### src/rtl/gbn_pkg.sv
package gbn_pkg;

  localparam int SEQ_W          = 16;
  localparam int SLOT_FIELD_W   = 3;
  localparam int DEFAULT_WINDOW = 8;

  // Event codes
  localparam logic [1:0] OP_KICK    = 2'd0;
  localparam logic [1:0] OP_TIMEOUT = 2'd1;
  localparam logic [1:0] OP_RX      = 2'd2;

  // Received frame kinds
  localparam logic [1:0] KIND_ACK  = 2'd0;
  localparam logic [1:0] KIND_DATA = 2'd1;

  // Register index
  localparam logic [0:0] REG_FRAME_COUNT = 1'd0;

  typedef struct packed {
    logic [1:0]       operation;
    logic [1:0]       rx_kind;
    logic [SEQ_W-1:0] rx_seq;
  } in_item_t;

  typedef struct packed {
    logic                    send_valid;
    logic [SEQ_W-1:0]        seq;
    logic [SLOT_FIELD_W-1:0] slot;
    logic                    resend;
    logic                    last;
    logic                    done_res;
  } out_item_t;

endpackage

### src/rtl/go_back_n_sender_window.sv
// Go-Back-N sender window. Raise start while busy is low to hand in one event
// (kick, timeout or received frame); busy stays high until the cycle that
// carries the event's last result, and a new event may be accepted at the edge
// that ends that cycle. Results appear one per cycle on out_item, each marked
// by a one-cycle out_strobe, and must be taken on that cycle: there is no
// back-pressure. A cumulative ack that frees slots (up to WINDOW) first passes
// ST_CLEAR, one slot per cycle through the base counter; every event then
// passes ST_PREP, which sets the burst end, and ST_BURST, which gives one empty
// result or up to WINDOW frames; the burst counter emits one sequence number
// per cycle. The user must write the frame count register over the APB port
// at address 0 only while busy is low; the block itself does not enforce this.
module go_back_n_sender_window #(
  parameter int WINDOW = gbn_pkg::DEFAULT_WINDOW
) (
  input  logic                clk,
  input  logic                rst_n,
  // event channel
  input  logic                start,
  output logic                busy,
  input  gbn_pkg::in_item_t   in_item,
  // result channel
  output logic                out_strobe,
  output gbn_pkg::out_item_t  out_item,
  // configuration
  input  logic                psel,
  input  logic                penable,
  input  logic                pwrite,
  input  logic [1:0]          paddr,
  input  logic [31:0]         pwdata,
  output logic [31:0]         prdata,
  output logic                pready
);

  localparam int SW    = (WINDOW > 1) ? $clog2(WINDOW) : 1;
  localparam int SEQ_W = gbn_pkg::SEQ_W;
  localparam int NX_W  = SEQ_W + 1;
  localparam logic [1:0] FRAME_COUNT_ADDR = 2'(4 * gbn_pkg::REG_FRAME_COUNT);

  typedef enum logic [1:0] {ST_IDLE, ST_CLEAR, ST_PREP, ST_BURST} state_t;

  state_t            state_r;
  logic [SEQ_W-1:0]  total_r;
  logic [SEQ_W-1:0]  base_r;
  logic [SW-1:0]     base_slot_r;
  logic [NX_W-1:0]   next_r;
  logic [SW-1:0]     next_slot_r;
  logic [SEQ_W-1:0]  ack_r;
  logic [NX_W-1:0]   stop_r;
  logic              done_r;
  logic              occ_r [WINDOW];
  logic              out_strobe_r;
  gbn_pkg::out_item_t out_r;

  logic              cfg_wr;
  logic [NX_W-1:0]   next_m1;
  logic [SEQ_W-1:0]  ack_sat;
  logic [NX_W-1:0]   base_plus_w;
  logic [NX_W-1:0]   stop_nxt;
  logic [SW+2:0]     slot_ext;

  function automatic logic [SW-1:0] slot_inc(input logic [SW-1:0] s);
    return (s == SW'(WINDOW - 1)) ? '0 : s + SW'(1);
  endfunction

  // Configuration port
  assign pready = 1'b1;
  assign cfg_wr = psel && penable && pwrite;
  assign prdata = {16'b0, total_r};

  always_ff @(posedge clk) begin
    if (!rst_n) begin
      total_r <= '0;
    end else if (cfg_wr && paddr == FRAME_COUNT_ADDR) begin
      total_r <= pwdata[SEQ_W-1:0];
    end
  end

  // Ack saturation and burst end
  assign next_m1     = next_r - NX_W'(1);
  assign ack_sat     = ({1'b0, in_item.rx_seq} > next_m1) ? next_m1[SEQ_W-1:0]
                                                          : in_item.rx_seq;
  assign base_plus_w = {1'b0, base_r} + NX_W'(WINDOW);
  assign stop_nxt    = (base_plus_w > {1'b0, total_r}) ? {1'b0, total_r} : base_plus_w;
  assign slot_ext    = {3'b000, next_slot_r};

  assign busy       = (state_r != ST_IDLE);
  assign out_strobe = out_strobe_r;
  assign out_item   = out_r;

  // Sequencer
  always_ff @(posedge clk) begin
    if (!rst_n) begin
      state_r      <= ST_IDLE;
      base_r       <= '0;
      base_slot_r  <= '0;
      next_r       <= '0;
      next_slot_r  <= '0;
      out_strobe_r <= 1'b0;
      for (int k = 0; k < WINDOW; k++) occ_r[k] <= 1'b0;
    end else begin
      out_strobe_r <= (state_r == ST_BURST);
      case (state_r)
        ST_IDLE: begin
          if (start) begin
            if (in_item.operation == gbn_pkg::OP_TIMEOUT) begin
              // rewind to the base
              next_r      <= {1'b0, base_r};
              next_slot_r <= base_slot_r;
              state_r     <= ST_PREP;
            end else if (in_item.operation == gbn_pkg::OP_RX &&
                         in_item.rx_kind == gbn_pkg::KIND_ACK) begin
              if (in_item.rx_seq < base_r) begin
                next_r      <= {1'b0, base_r};
                next_slot_r <= base_slot_r;
                state_r     <= ST_PREP;
              end else if (next_r > {1'b0, base_r}) begin
                ack_r   <= ack_sat;
                state_r <= ST_CLEAR;
              end else begin
                state_r <= ST_PREP;
              end
            end else begin
              state_r <= ST_PREP;
            end
          end
        end
        ST_CLEAR: begin
          // free one slot and advance the base
          occ_r[base_slot_r] <= 1'b0;
          base_slot_r        <= slot_inc(base_slot_r);
          base_r             <= base_r + SEQ_W'(1);
          if (base_r == ack_r) state_r <= ST_PREP;
        end
        ST_PREP: begin
          stop_r  <= stop_nxt;
          done_r  <= (base_r >= total_r);
          state_r <= ST_BURST;
        end
        ST_BURST: begin
          out_r.done_res <= done_r;
          if (next_r < stop_r) begin
            out_r.send_valid    <= 1'b1;
            out_r.seq           <= next_r[SEQ_W-1:0];
            out_r.slot          <= slot_ext[2:0];
            out_r.resend        <= occ_r[next_slot_r];
            out_r.last          <= (next_r + NX_W'(1) == stop_r);
            occ_r[next_slot_r]  <= 1'b1;
            next_r              <= next_r + NX_W'(1);
            next_slot_r         <= slot_inc(next_slot_r);
            if (next_r + NX_W'(1) == stop_r) state_r <= ST_IDLE;
          end else begin
            // nothing to send: one empty result
            out_r.send_valid <= 1'b0;
            out_r.seq        <= '0;
            out_r.slot       <= '0;
            out_r.resend     <= 1'b0;
            out_r.last       <= 1'b1;
            state_r          <= ST_IDLE;
          end
        end
        default: state_r <= ST_IDLE;
      endcase
    end
  end

`ifndef NO_ASSERTIONS
  a_last_frees: assert property (@(posedge clk) disable iff (!rst_n)
    out_strobe && out_item.last |-> !busy)
    else $error("last result while still busy");

  a_empty_is_last: assert property (@(posedge clk) disable iff (!rst_n)
    out_strobe && !out_item.send_valid |-> out_item.last)
    else $error("empty result not marked last");

  a_next_in_window: assert property (@(posedge clk) disable iff (!rst_n)
    (next_r >= {1'b0, base_r}) && (next_r <= base_plus_w))
    else $error("next sequence outside window");

  a_start_busy: assert property (@(posedge clk) disable iff (!rst_n)
    start && !busy |=> busy)
    else $error("accepted event did not raise busy");
`endif

endmodule

### config.mk
export PLATFORM = sky130hd
export DESIGN_NAME = go_back_n_sender_window
export DESIGN_NICKNAME = d
export VERILOG_FILES = /design/src/rtl/gbn_pkg.sv /design/src/rtl/go_back_n_sender_window.sv
export SDC_FILE = /design/constraint.sdc
export NUM_CORES = 1
export LEC_CHECK = 0
export BUFFER_PORTS_ARGS = -buffer_cell sky130_fd_sc_hd__buf_2
export CELL_PAD_IN_SITES_DETAIL_PLACEMENT = 0
export CELL_PAD_IN_SITES_GLOBAL_PLACEMENT = 1
export CORE_MARGIN = 4
export CORE_UTILIZATION = 38
export CTS_CLUSTER_SIZE = 25
export DETAILED_ROUTE_END_ITERATION = 8
export PLACE_DENSITY = 0.69
export SLEW_MARGIN = 40
export SYNTH_ARGS = -nofsm -noshare
export SYNTH_HDL_FRONTEND = slang
export SYNTH_SLANG_ARGS = --single-unit
### constraint.sdc
create_clock -name clk -period 4.1 [get_ports clk]
set_clock_uncertainty 0.1 [all_clocks]
set_input_delay 0.205 -clock clk [delete_from_list [all_inputs] [get_ports clk]]
set_output_delay 0.205 -clock clk [all_outputs]
set_load 0.01 [all_outputs]
; ---- Yosys cells after proc, flatten, opt, wreduce, memory -nomap -nowiden
; Memory sizes are Yosys's and may differ from the RTL's. A register that Yosys moved wholly into a read port is not among the register bits.
; Cells that the tools add are included.
[op_classes]
n_addsub = 6
mul = 0
n_div = 0
order_cmp = 6
eq_ne = 15
n_shift = 0
muxes = 42
bitwise = 2
n_reduce_logical = 16
[op_table]
columns = cell, n
row1 = $mux W17, 5
row2 = $gt A17 B16 Y1, 2
row3 = $pmux W17 S2, 1
row4 = $mux W3, 11
row5 = $mux W16, 2
row6 = $mux W22, 1
row7 = $add A16 B4 Y17 const B, 1
row8 = $add A17 B1 Y17 const B, 1
row9 = $eq A17 B17 Y1, 1
row10 = $gt A16 B17 Y1, 1
row11 = $lt A17 B17 Y1, 1
row12 = $sub A17 B1 Y17 const B, 1
row13 = $add A16 B1 Y16 const B, 1
row14 = $eq A16 B16 Y1, 1
row15 = $ge A16 B16 Y1, 1
row16 = $lt A16 B16 Y1, 1
row17 = $mux W2, 8
row18 = $mux W1, 12
row19 = $pmux W2 S4, 1
row20 = $reduce_and A7 Y1, 1
row21 = $add A3 B1 Y3 const B, 2
row22 = $eq A2 B2 Y1 const B, 3
row23 = $eq A3 B3 Y1 const B, 2
row24 = $logic_not A2 Y1, 3
row25 = 13 further kinds, 23
[word_totals]
register_bits = 115
latch_bits = 0
mem_bits_rw = 8
rom_bits = 0
inputBits = 60
wordCells = 105
n_memories = 1
[memory_table]
columns = memory, depth, word_bits, read_ports, rd_ports_with_merged_regs, write_ports, line
row1 = occ_r, 8, 1, 1, 1, 8, go_back_n_sender_window.sv:50  ; logic occ_r [WINDOW];

; ---- Depth between registers and ports, before layout
[logic_depth]
ltp_word = 8
depth_mapped = 17
mapped_depth_nobuf = 15

; ---- Least setup slack after synthesis
; Ideal clock, no wire load.
[synth_timing]
path_type = register to register
from = reg base_r[3]
to = reg stop_r[10] (data pin)
setup_time_ns = 0.262
arrival_time_ns = 3.216
t_required_ns = 3.738
setup_slack_ns = 0.522
path_stages_with_launch = 16
n_path_buf = 2
path_cell_list = dfxtp_1 > ha_1 > nand3_1 > nor3_1 > nand2_1 > nor2_1 > xnor2_1 > ha_1 > a21o_1 > a211oi_1 > a21oi_1 > o31ai_1 > o31a_1 > buf_2 > buf_4 > mux2_1
[synth_via]
elab_chain_cells = 3
[synth_lines]
columns = element, line
row1 = from (decl), go_back_n_sender_window.sv:43  ; logic [SEQ_W-1:0] base_r;
row2 = from (signal assigned), go_back_n_sender_window.sv:131  ; base_r <= base_r + SEQ_W'(1);
row3 = $add A16 B4 Y17 (*), go_back_n_sender_window.sv:82  ; assign base_plus_w = {1'b0, base_r} + NX_W'(WINDOW);
row4 = $gt A17 B16 Y1, go_back_n_sender_window.sv:83  ; assign stop_nxt = (base_plus_w > {1'b0, total_r}) ? {1'b0, total_r} : base_plus_w;
row5 = $mux W16 (*), go_back_n_sender_window.sv:83
row6 = named net stop_nxt[10], go_back_n_sender_window.sv:58  ; logic [NX_W-1:0] stop_nxt;
row7 = to (signal assigned), go_back_n_sender_window.sv:135  ; stop_r <= stop_nxt;
row8 = to (decl), go_back_n_sender_window.sv:48  ; logic [NX_W-1:0] stop_r;
; Mark *: on every way through the listed nets, which the timed path passes. The rest lies on a longest branch.
; A chain may end at the register's enable or synchronous reset.

; ---- Worst setup path after layout
[layout_timing]
from = reg base_r[6]
to = reg stop_r[5] (data pin)
[layout_via]
elab_chain_cells = 3
[layout_lines]
columns = element, line
row1 = $add A16 B4 Y17, go_back_n_sender_window.sv:82
row2 = $gt A17 B16 Y1, go_back_n_sender_window.sv:83
row3 = $mux W16, go_back_n_sender_window.sv:83
row4 = named net stop_nxt[5], go_back_n_sender_window.sv:58
; The timed path passes the listed nets, and every way through them passes these cells.

==> out/metrics.cfg <==
[place]
place_congestion=0.8538
port_buffers=84
dp_hpwl_mm=20.55

[yosys]
synth_cells=1008
synthArstFlopShare_pct=0
synth_edf_count=57
ys_ff_latch=126
avgSynthCellArea_um2=9.064
netlist_area_um2=9136
ys_seq_area_share_pct=33.85
synth_ff_type=dfxtp_1
yosys_warnings=0
synthDistinctLibCells=69

[worst_setup_path]
worstSetupEndpointType=flop
timing.rr.start=base_r[6]
cp-start-kind=flop
crit_end=stop_r[5]
setup.worst_path.class=reg -> reg
crit_start=base_r[6]
crit_arrival_ns=3.85
cp_max_fo=16
timing.rr.end=stop_r[5]
required_ns=4.18
rrSetupSlack_ns=0.32
worstRegToRegCells=13

[worst_hold_path]
holdCritPathClass=in -> reg
hold_path_depth=3

[cts]
cts_tree=yes
clk_path_buf_depth=2
clock_latency_ns=0.43
cts_buffers=17
cts-root-buf=clkbuf_16
clk_pin_slew_worst_paths_ns=0.06
post_cts.repair.setup_buffers=0
htreeDepth=4
clkSinkCount=126

[sta]
tns_ns=0
post-route-period-util_pct=92.13
slew_headroom_pct=47.79
tightest_slew_ns=0.7765
max_freq_ghz=0.2647
hold_viol_final=0
rsz0062_at_grt=false
min_period_ns=3.777
setup_viol=0
finalMaxSlewViolations=0

[grt]
grt_first_pass_wirelength_mm=42.54
overflow=0
gr-usage-met1_pct=30.52
grt_usage_pct=21.00
antenna_found_initial=0
gr-usage-met3_pct=2.978
grt_max_degree=42
gr-usage-met2_pct=33.02
grt_busiest_layer=met2
grt_pass1_vias=7225

[power]
p_switching_mw=1.412
power_density_nw_per_um2=392.8
switching_share_pct=33.59
p_leak_nw=4.745
vdd_drop_max_mv=0.2314
seqPwrFrac_pct=34.7
internal_power_mw=2.792
clockPowerShare_pct=36.3
finalPower_mw=4.205
pwr-share-comb_pct=28.9

[detailed_routing]
drt_iter0_markers=492
via_per_inst=5.187
vias=7495
routed_wl_mm=27.04
final_antenna_net_count=0
drc=0
dr.pass1.iters=5
post_drt_wl_per_cell_um=18.72

[cells_and_area]
area_delta_synth_final_pct=17.16
diodes=0
fin_nets=1279
mostFrequentLayoutCells=ha_1 (106), nand2_1 (101), buf_2 (84), inv_1 (74), dfxtp_1 (69)
layout_commonest_cell=ha_1
final_layout_size_suffix_gt1_share_pct=16.43

[die]
num_rows=56
dieHeight_um=163.1
fp.dieArea_um2=26590
ios=118
core_um2=23540
die_w_um=163.1
initial_utilization_pct=38.81

[run_status]
status=complete, no violations

[flow_run]
cap_viol_max_count=0

-- how the worst min path moves through the flow --
stage	from	end	slack, ns
floorplan	pwdata[8]	total_r[8]	0.24
global placement	pwdata[8]	total_r[8]	0.35
detailed placement	pwdata[8]	total_r[8]	0.36
CTS	in_item[13]	ack_r[13]	0.05
global route	in_item[14]	ack_r[14]	0.07
finish	in_item[13]	ack_r[13]	0.06
-- repair_timing --
item | CTS | global route
resized for setup | 0 | 1
hold buffers | 16 | 0
endpoints found under the setup margin | 0 | 2
hold endpoints to repair | 16 | 0
-- Yosys cell counts (all sizes together) (5+ instances only) --
cell type	count	area share (%)
a211oi	6	0.49
edfxtp	57	19
buf	39	3.0
clkbuf	28	1.2
nor4	12	1.1
mux2i	31	3.4
xnor2	47	4.6
a21o	25	2.1
or3	6	0.41
dfxtp	69	15
a21boi	15	1.2
o21ai	27	1.5
mux2	14	1.7
o211ai	5	0.47
nand4	23	1.6
o31ai	6	0.49
a21oi	57	3.1
xor2	29	2.8
nor2b	9	0.62
and4	9	0.89
nand2b	13	0.89
nor3	22	1.4
ha	106	15
nor2	64	2.7
o22ai	20	1.4
nand3	23	1.4
and2	17	1.2
nand2	101	4.1
and3	7	0.48
inv	76	3.1
-- per-stage QoR --
stage          cell area [um^2]  worst slack, ns  std cells  hold WS [ns]  util (%)
3_3_place_gp               9947           0.3550       1397        0.3524     42.25
2_1_floorplan              9196           0.5217       1024        0.2410         -
4_1_cts                   10700           0.2639       1445       0.05324     45.45
5_1_grt                   10700          0.05920       1445       0.07393     45.47
3_5_place_dp               9947           0.2815       1397        0.3558     42.25
6_report                  10700           0.3228       1445       0.06360     45.47
-- state kept, by name, indices dropped and copies added, names as in the netlist, named ones only --
register     count
ack_r           16
base_r          16
base_slot_r      3
done_r           1
next_r          17
next_slot_r      3
occ_r            8
out_item        23
out_strobe       1
state_r          2
stop_r          17
total_r         16
-- per-layer routing --
layer / wire length [um] / vias to the layer above / part of all wire [%]
li1: - / 3764 / -
met1: 13220 / 3513 / 49
met2: 12070 / 196 / 45
met3: 1375 / 22 / 5.1
met4: 371 / 0 / 1.4
met5: 0 / - / 0
-- critical path, cell delays in order, from the launching register on --
cell     delay, ns
dfxtp_1       0.49
inv_1         0.19
nor3_2        0.25
nand3_1       0.21
nor2_1        0.31
xnor2_1       0.21
ha_1          0.30
and4_1        0.24
o31ai_1       0.10
a21oi_1       0.13
o31ai_2       0.24
o31a_1        0.23
buf_12        0.17
mux2_2        0.34
-- kinds of logic (layout without fill, tap and decap cells) --
| group | Yosys count | after routing | share of synthesized area, % |
|---|---|---|---|
| adder cells (fa/ha/maj) | 106 | 106 | 14.52 |
| flip-flops | 126 | 126 | 33.85 |
| XOR/XNOR | 76 | 76 | 7.368 |
| AO/OA/AOI/OAI | 188 | 188 | 13.39 |
| multiplexers | 47 | 47 | 5.615 |
| other | 2 | 18 | 0.08220 |
| AND/OR/NAND/NOR | 318 | 318 | 17.82 |
| buffers and inverters | 145 | 247 | 7.354 |
-- cell type report --
cell class | count | area [um^2]
Clock buffer | 21 | 504.2
Fill cell | 2372 | 12840
Sequential cell | 126 | 3093
Multi-Input combinational cell | 753 | 5444
Inverter | 78 | 292.8
Clock inverter | 11 | 87.58
Tap cell | 319 | 399.1
Timing Repair Buffer | 137 | 883.3
-- power by group through the flow --
stage          clock network (mW)  logic [mW]  registers, mW
4_1_cts                      1.55        1.21           1.46
3_3_place_gp                    0        1.18           1.49
6_report                     1.53        1.22           1.46
5_1_grt                      1.61        1.36           1.47
3_5_place_dp                    0        1.19           1.49
2_1_floorplan                   0       0.875           1.46
No activity file was read; power rests on OpenSTA's default activity.
